### src/design/ppe_pkg.sv
// ppe_pkg: shared widths, register indexes and the result record
// for the pwm pattern expander; no dependencies
package ppe_pkg;

  localparam int DUR_W    = 16;
  localparam int INTEN_W  = 8;
  localparam int TIME_W   = 16;
  localparam int PERIOD_W = 10;
  localparam int STEP_W   = 7;
  localparam int CFG_IDX_W = 1;

  // intensity at or above this is full on
  localparam logic [INTEN_W-1:0] FULL_INTEN = 8'd10;

  // configuration register indexes
  localparam logic [CFG_IDX_W-1:0] CFG_PULSE_PERIOD = 1'b0;
  localparam logic [CFG_IDX_W-1:0] CFG_ON_STEP      = 1'b1;

  // power-on register values
  localparam logic [PERIOD_W-1:0] PERIOD_RESET = 10'd40;
  localparam logic [STEP_W-1:0]   STEP_RESET   = 7'd4;

  typedef struct packed {
    logic              has_segment;
    logic [TIME_W-1:0] segment_time;
    logic              is_off_phase;
    logic              pattern_full;
    logic              last;
  } result_t;

endpackage

### src/design/ppe_step_unit.sv
// ppe_step_unit: the shared subtract-and-compare unit that peels one
// pwm period off the remaining duration; uses ppe_pkg
module ppe_step_unit (
  input  logic [ppe_pkg::DUR_W-1:0]    operand,
  input  logic [ppe_pkg::PERIOD_W-1:0] period,
  output logic [ppe_pkg::DUR_W-1:0]    diff,
  output logic                         ge
);
  import ppe_pkg::*;

  logic [DUR_W:0] wide_diff;

  // borrow out of the subtraction means operand < period
  assign wide_diff = {1'b0, operand} - {1'b0, DUR_W'(period)};
  assign diff      = wide_diff[DUR_W-1:0];
  assign ge        = ~wide_diff[DUR_W];

endmodule

### src/design/ppe_out_reg.sv
// ppe_out_reg: output register that holds one result until the
// downstream side takes it; uses ppe_pkg
module ppe_out_reg (
  input  logic             clk,
  input  logic             rst,
  input  logic             load,
  input  ppe_pkg::result_t din,
  input  logic             ready,
  output logic             valid,
  output ppe_pkg::result_t dout,
  output logic             free
);
  import ppe_pkg::*;

  // slot can take a new result when empty or being drained this cycle
  assign free = ~valid | ready;

  always_ff @(posedge clk) begin
    if (rst) begin
      valid <= 1'b0;
    end else if (free) begin
      valid <= load;
    end
  end

  always_ff @(posedge clk) begin
    if (load && free) begin
      dout <= din;
    end
  end

endmodule

### src/design/pwm_pattern_expander.sv
// pwm_pattern_expander: top level, sequencer, configuration registers
// and segment count; uses ppe_pkg, ppe_step_unit, ppe_out_reg
//
// Turns one (duration, intensity) segment per input transfer into a run of
// on/off millisecond times appended to a pattern of at most CAPACITY times.
// A pause gives (0, duration), full strength (intensity 10 or more) gives
// (duration, 0), and intensities 1 to 9 give one (on, period - on) pair per
// whole pwm period in the duration, with on = min(intensity * on_step,
// period). Pairs are appended only while two more fit. Each appended time
// leaves as one output transfer, on time first; a segment that appends
// nothing yields a single status transfer with has_segment low. m_tlast
// marks the final transfer of each segment and pattern_full reports a full
// pattern. A segment gives 1 to CAPACITY output transfers. It passes an
// accept step, a setup step for the on-time product and the first period
// compare, then one state per result that holds while the output stalls.
// Each further pulse reuses the single subtract-and-compare unit to take
// one period off the remaining duration. s_tready is high only while no
// segment is in work. Configuration writes take effect at the edge where
// cfg_we is high.
module pwm_pattern_expander #(
  parameter int CAPACITY = 64
) (
  input  logic                            clk,
  input  logic                            rst,
  // input segments
  input  logic                            s_tvalid,
  output logic                            s_tready,
  input  logic [23:0]                     s_tdata,  // duration [15:0], intensity [23:16]
  input  logic                            s_tuser,  // start_pattern
  // emitted times
  output logic                            m_tvalid,
  input  logic                            m_tready,
  output logic [15:0]                     m_tdata,  // segment_time [15:0]
  output logic [2:0]                      m_tuser,  // pattern_full [2], is_off_phase [1], has_segment [0]
  output logic                            m_tlast,
  // configuration writes
  input  logic                            cfg_we,
  input  logic [ppe_pkg::CFG_IDX_W-1:0]   cfg_index,
  input  logic [ppe_pkg::PERIOD_W-1:0]    cfg_data
);
  import ppe_pkg::*;

  // count must reach CAPACITY itself
  localparam int CNT_W = $clog2(CAPACITY + 1);
  localparam logic [CNT_W:0]   CAP_X = (CNT_W + 1)'(CAPACITY);
  localparam logic [CNT_W-1:0] CAP_C = CNT_W'(CAPACITY);

  typedef enum logic [2:0] {
    ST_IDLE,
    ST_SETUP,
    ST_ON,
    ST_OFF,
    ST_STATUS
  } state_t;

  state_t state;

  // configuration registers
  logic [PERIOD_W-1:0] pulse_period;
  logic [STEP_W-1:0]   on_step;

  // segment in work
  logic [CNT_W-1:0]   segment_count;
  logic [DUR_W-1:0]   dur_q;
  logic [INTEN_W-1:0] inten_q;
  logic [DUR_W-1:0]   rem;
  logic [TIME_W-1:0]  on_time;
  logic [TIME_W-1:0]  rest_time;
  logic               single;

  // shared unit
  logic [DUR_W-1:0] sub_a;
  logic [DUR_W-1:0] sub_diff;
  logic             sub_ge;

  // pwm on/off times, only looked at in setup
  logic [PERIOD_W+STEP_W-6:0] prod;
  logic [PERIOD_W-1:0]        on_pwm;
  logic [PERIOD_W-1:0]        off_pwm;

  logic [CNT_W-1:0] cnt_inc;
  logic             room_now;
  logic             room_after;
  logic             more;

  // output side
  result_t res;
  result_t out_res;
  logic    out_load;
  logic    out_free;

  assign s_tready = (state == ST_IDLE);

  // setup compares the whole duration, later steps the remainder
  assign sub_a = (state == ST_SETUP) ? dur_q : rem;

  ppe_step_unit u_step (
    .operand (sub_a),
    .period  (pulse_period),
    .diff    (sub_diff),
    .ge      (sub_ge)
  );

  // intensity 1..9 fits four bits
  assign prod    = (PERIOD_W + STEP_W - 5)'(inten_q[3:0]) * (PERIOD_W + STEP_W - 5)'(on_step);
  assign on_pwm  = (prod > (PERIOD_W + STEP_W - 5)'(pulse_period)) ? pulse_period
                                                                   : prod[PERIOD_W-1:0];
  assign off_pwm = pulse_period - on_pwm;

  assign cnt_inc    = segment_count + CNT_W'(1);
  assign room_now   = ({1'b0, segment_count} + (CNT_W + 1)'(2)) <= CAP_X;
  assign room_after = ({1'b0, cnt_inc} + (CNT_W + 1)'(2)) <= CAP_X;
  // another pair follows this off time
  assign more       = ~single & sub_ge & room_after;

  always_comb begin
    res      = '0;
    out_load = 1'b0;
    unique case (state)
      ST_ON: begin
        out_load         = 1'b1;
        res.has_segment  = 1'b1;
        res.segment_time = on_time;
        res.pattern_full = (cnt_inc == CAP_C);
      end
      ST_OFF: begin
        out_load         = 1'b1;
        res.has_segment  = 1'b1;
        res.segment_time = rest_time;
        res.is_off_phase = 1'b1;
        res.pattern_full = (cnt_inc == CAP_C);
        res.last         = ~more;
      end
      ST_STATUS: begin
        out_load         = 1'b1;
        res.pattern_full = (segment_count == CAP_C);
        res.last         = 1'b1;
      end
      default: begin
        out_load = 1'b0;
      end
    endcase
  end

  ppe_out_reg u_out (
    .clk   (clk),
    .rst   (rst),
    .load  (out_load),
    .din   (res),
    .ready (m_tready),
    .valid (m_tvalid),
    .dout  (out_res),
    .free  (out_free)
  );

  assign m_tdata = out_res.segment_time;
  assign m_tuser = {out_res.pattern_full, out_res.is_off_phase, out_res.has_segment};
  assign m_tlast = out_res.last;

  // sequencer and control registers
  always_ff @(posedge clk) begin
    if (rst) begin
      state         <= ST_IDLE;
      segment_count <= '0;
      pulse_period  <= PERIOD_RESET;
      on_step       <= STEP_RESET;
    end else begin
      if (cfg_we) begin
        unique case (cfg_index)
          CFG_PULSE_PERIOD: pulse_period <= cfg_data;
          CFG_ON_STEP:      on_step      <= cfg_data[STEP_W-1:0];
          default:          pulse_period <= pulse_period;
        endcase
      end

      unique case (state)
        ST_IDLE: begin
          if (s_tvalid) begin
            dur_q   <= s_tdata[DUR_W-1:0];
            inten_q <= s_tdata[DUR_W+INTEN_W-1:DUR_W];
            if (s_tuser) begin
              segment_count <= '0;
            end
            state <= ST_SETUP;
          end
        end
        ST_SETUP: begin
          if (dur_q == '0 || !room_now) begin
            state <= ST_STATUS;
          end else if (inten_q == '0) begin
            on_time   <= '0;
            rest_time <= dur_q;
            single    <= 1'b1;
            state     <= ST_ON;
          end else if (inten_q >= FULL_INTEN) begin
            on_time   <= dur_q;
            rest_time <= '0;
            single    <= 1'b1;
            state     <= ST_ON;
          end else if (pulse_period == '0 || !sub_ge) begin
            // no whole period in the duration
            state <= ST_STATUS;
          end else begin
            rem       <= sub_diff;
            on_time   <= TIME_W'(on_pwm);
            rest_time <= TIME_W'(off_pwm);
            single    <= 1'b0;
            state     <= ST_ON;
          end
        end
        ST_ON: begin
          if (out_free) begin
            segment_count <= cnt_inc;
            state         <= ST_OFF;
          end
        end
        ST_OFF: begin
          if (out_free) begin
            segment_count <= cnt_inc;
            if (more) begin
              rem   <= sub_diff;
              state <= ST_ON;
            end else begin
              state <= ST_IDLE;
            end
          end
        end
        ST_STATUS: begin
          if (out_free) begin
            state <= ST_IDLE;
          end
        end
        default: begin
          state <= ST_IDLE;
        end
      endcase
    end
  end

endmodule

### config.mk
export PLATFORM = sky130hd
export DESIGN_NAME = pwm_pattern_expander
export DESIGN_NICKNAME = d
export VERILOG_FILES = /design/src/design/ppe_pkg.sv /design/src/design/ppe_step_unit.sv /design/src/design/ppe_out_reg.sv /design/src/design/pwm_pattern_expander.sv
export SDC_FILE = /design/constraint.sdc
export NUM_CORES = 1
export LEC_CHECK = 0
export BUFFER_PORTS_ARGS = -buffer_cell sky130_fd_sc_hd__buf_2
export CAP_MARGIN = 20
export CORE_ASPECT_RATIO = 1.4
export CORE_MARGIN = 8
export CORE_UTILIZATION = 35
export DETAILED_ROUTE_END_ITERATION = 7
export SYNTH_ARGS = -nofsm -noshare
export SYNTH_HDL_FRONTEND = slang
export SYNTH_SLANG_ARGS = --single-unit
### constraint.sdc
create_clock -name clk -period 9.4 [get_ports clk]
set_input_delay 0.94 -clock clk [delete_from_list [all_inputs] [get_ports clk]]
set_output_delay 0.94 -clock clk [all_outputs]
set_load 0.02 [all_outputs]
==> results.sh <==
export IMPL_worstPathArrival_ns=7.31
export IMPL_grt_usage=0.136
export IMPL_yosysSeqAreaShare=0.456
export IMPL_nFillCells=1997
export IMPL_hold_buffers=0
export IMPL_p_total_uw=1550
export IMPL_tritoncts="yes"
export IMPL_wirelength_mm=17.5
export IMPL_insertion_delay_ns=0.42
export IMPL_ctsResizeCount=0
export IMPL_setup_tns_final_ns=0
export IMPL_htreeDepth=4
export IMPL_start_util=0.358
export IMPL_synth_nets=827
export IMPL_postCtsSetupBuffers=0
export IMPL_die_w_um=139
export IMPL_grt_util_met1=0.149
export IMPL_fmax_mhz=140
export IMPL_grt_pass1_wl_mm=28.4
export IMPL_cts_root_buf="clkbuf_16"
export IMPL_grt_start_max_net_pins=32
export IMPL_clockBufferDepth=2
export IMPL_status="finished clean"
export IMPL_syn_area_sq_um=7350
export IMPL_yosysWarningCount=0
export IMPL_cts_buffers=17
export IMPL_drt_antenna_violating_nets=0
export IMPL_powerDensity_nw_per_um2=182
export IMPL_core_rowCount=62
export IMPL_fin_nets=891
export IMPL_clk_pin_slew_worst_paths_ns=0.06
export IMPL_grt_busiest_layer="met2"
export IMPL_setup_slack_ns=2.26
export IMPL_final_layout_size_suffix_gt1_frac=0.155
export IMPL_gr_usage_met3=0.0293
export IMPL_setup_viol_count_final=0
export IMPL_async_flop_share=0
export IMPL_hold_depth=2
export IMPL_ys_seq_elements=121
export IMPL_crit_slowest_cell="fa_1"
export IMPL_die_y_um=188
export IMPL_gp_congestion=0.889
export IMPL_grt_setup_unrepaired="false"
export IMPL_die_area_sq_um=26000
export IMPL_syn_to_final_growth_pct=15.8
export IMPL_drtIter0Drc=323
export IMPL_max_slew_worst_pin_slew_ns=0.772
export IMPL_io_pins=63
export IMPL_grt_antenna_before_repair=0
export IMPL_dpl_hpwl_mm=13.5
export IMPL_port_buffer_count=62
export IMPL_synth_edff_count=93
export IMPL_grt_pass1_vias=5541
export IMPL_worstHoldPathType="reg -> reg"
export IMPL_leakage_uw=0.00345
export IMPL_vdd_drop_max_v=0.000128
export IMPL_critPathCaptureType="register"
export IMPL_worstReg2RegStart="inten_q[3]$_DFFE_PP_"
export IMPL_vias=5525
export IMPL_antennaDiodeCount=0
export IMPL_period_minus_slack_ns=7.14
export IMPL_required_ns=9.57
export IMPL_fin_crit_sh=0.759
export IMPL_crit_type="reg -> reg"
export IMPL_first_pass_iters=5
export IMPL_final_util=0.414
export IMPL_maxSlewHeadroom=0.484
export IMPL_synth_distinct_cells=66
export IMPL_synthCells=728
export IMPL_drc=0
export IMPL_hold_viol_final=0
export IMPL_synth_main_ff_cell="edfxtp_1"
export IMPL_holdWs_ns=0.508
export IMPL_cts_sinks=121
export IMPL_path_max_fanout=21
export IMPL_critical_path_startpoint="inten_q[3]$_DFFE_PP_"
export IMPL_startpoint_type="register"
export IMPL_drv_slew=0
export IMPL_met2_usage=0.238
export IMPL_reg2reg_depth=27
export IMPL_max_cap_violations=0
export IMPL_core_sq_um=20600
export IMPL_wire_per_inst_um=16.5
export IMPL_syn_mean_instance_area_sq_um=10.1
export IMPL_post_place_ws_ns=2.25
export IMPL_max_stage_delay_ns=0.53
export IMPL_routed_via_density=5.21
export IMPL_min_from="pulse_period[4]$_SDFFE_PP0P_"
export IMPL_clock_skew_ns=0.00722
export IMPL_grt_remaining_overflow=0
[Yosys cell counts, types with 3 or more instances]
master     n  area (sq um)
a21oi_1   44           220
clkbuf_1  17          63.8
a211oi_1   3          22.5
a31oi_1    6          37.5
nor4b_1    5          43.8
and2_1    30           188
nand4_1    7          43.8
dfxtp_1   28           561
nand3_1   17          85.1
o21a_1     5          37.5
xor2_1    11          96.3
nand2_1   96           360
and3_1     9          56.3
nand3b_1   5          37.5
or3_1      7          43.8
nor4_1     6          37.5
inv_2      5          18.8
nor2b_1    8          50.1
ha_1      47           588
xnor2_1   19           166
mux2i_1   35           350
o31ai_1    7          52.6
o21ai_0    9          45.0
edfxtp_1  93          2790
o22ai_1    3          18.8
a22o_1     4          35.0
o21bai_1   3          22.5
nor3_1    15          75.1
nor2_1    50           188
buf_4      3          22.5
o21ai_1   22           110
buf_2      4          20.0
a21o_1     6          45.0
nand2b_1   3          18.8
fa_1      11           220
inv_1     43           161
maj3_2     3          33.8
a211o_1    5          43.8
[final timing paths]
path	end	slack [ns]
max	rest_time[9]$_DFFE_PP_	2.26
min	pulse_period[4]$_SDFFE_PP0P_	0.51
min reg2reg	pulse_period[4]$_SDFFE_PP0P_	0.51
max reg2reg	rest_time[9]$_DFFE_PP_	2.26
[report_power, final]
| part | internal, uW | switching (uW) |
|---|---|---|
| registers | 603 | 19.2 |
| clock network | 367 | 255 |
| logic | 124 | 178 |
[registers in the layout (all words and copies together), names as in the netlist]
name and count:
state 3, single 1, rest_time 16, inten_q 8
u_out.dout 20, pulse_period 10, u_out.valid 1, dur_q 16
on_step 7, segment_count 7, on_time 16, rem 16
[cells by family (layout without fill, tap and decap cells)]
logic type                 after synthesis  in the layout  synth area share
AOI/OAI and AO/OA                      135            135             0.116
xor gates and xnor gates                31             31            0.0390
adders and majority gates               61             61             0.114
buffers and inverters                   74            151            0.0410
DFF                                    121            121             0.456
muxes                                   38             38            0.0527
and+or+nand+nor                        268            268             0.181
[cell type report]
type                            instances  area (sq um)  share of cell area
Tap cell                              256           320              0.0376
Timing Repair Buffer                   71           378              0.0444
Clock inverter                         15           144              0.0169
Clock buffer                           17           425              0.0499
Inverter                               48           180              0.0212
Sequential cell                       121          3350               0.394
Multi-Input combinational cell        533          3720               0.436
[metrics by stage]
stage / instances / area, sq um
after CTS: 1061 / 8520
after global routing: 1061 / 8520
after floorplan: 728 / 7350
after global placement: 1029 / 7950
after detailed placement: 1029 / 7950
final: 1061 / 8520
[critical path, delay by kind of cell (launching register included)]
| family | cells | cell delay [ns] |
|---|---|---|
| buf+inv | 4 | 0.47 |
| mux | 1 | 0.27 |
| compound gates | 8 | 1.97 |
| flops | 1 | 0.50 |
| simple gates | 5 | 0.62 |
| fa+ha+maj | 8 | 2.87 |
| xor+xnor | 1 | 0.19 |
[placed cells by master (no fill, tap or decap), drive strengths merged, types with 4 or more instances in the layout]
cell type / count
a211o: 5
a211oi: 5
a21o: 6
a21oi: 44
a22o: 4
a31oi: 6
and2: 30
and3: 9
buf: 71
clkbuf: 17
clkinv: 7
dfxtp: 28
edfxtp: 93
fa: 11
ha: 47
inv: 52
mux2i: 35
nand2: 96
nand3: 17
nand3b: 5
nand4: 7
nor2: 51
nor2b: 8
nor3: 16
nor4: 7
nor4b: 5
o21a: 5
o21ai: 31
o31ai: 7
or3: 7
xnor2: 19
xor2: 11
[metal layers]
metal / share of wire / wire length (um)
met2: 0.50 / 8710
met3: 0.042 / 731
met1: 0.42 / 7380
met5: 0 / 0
met4: 0.040 / 705
Power figures use the tool's default switching activity.
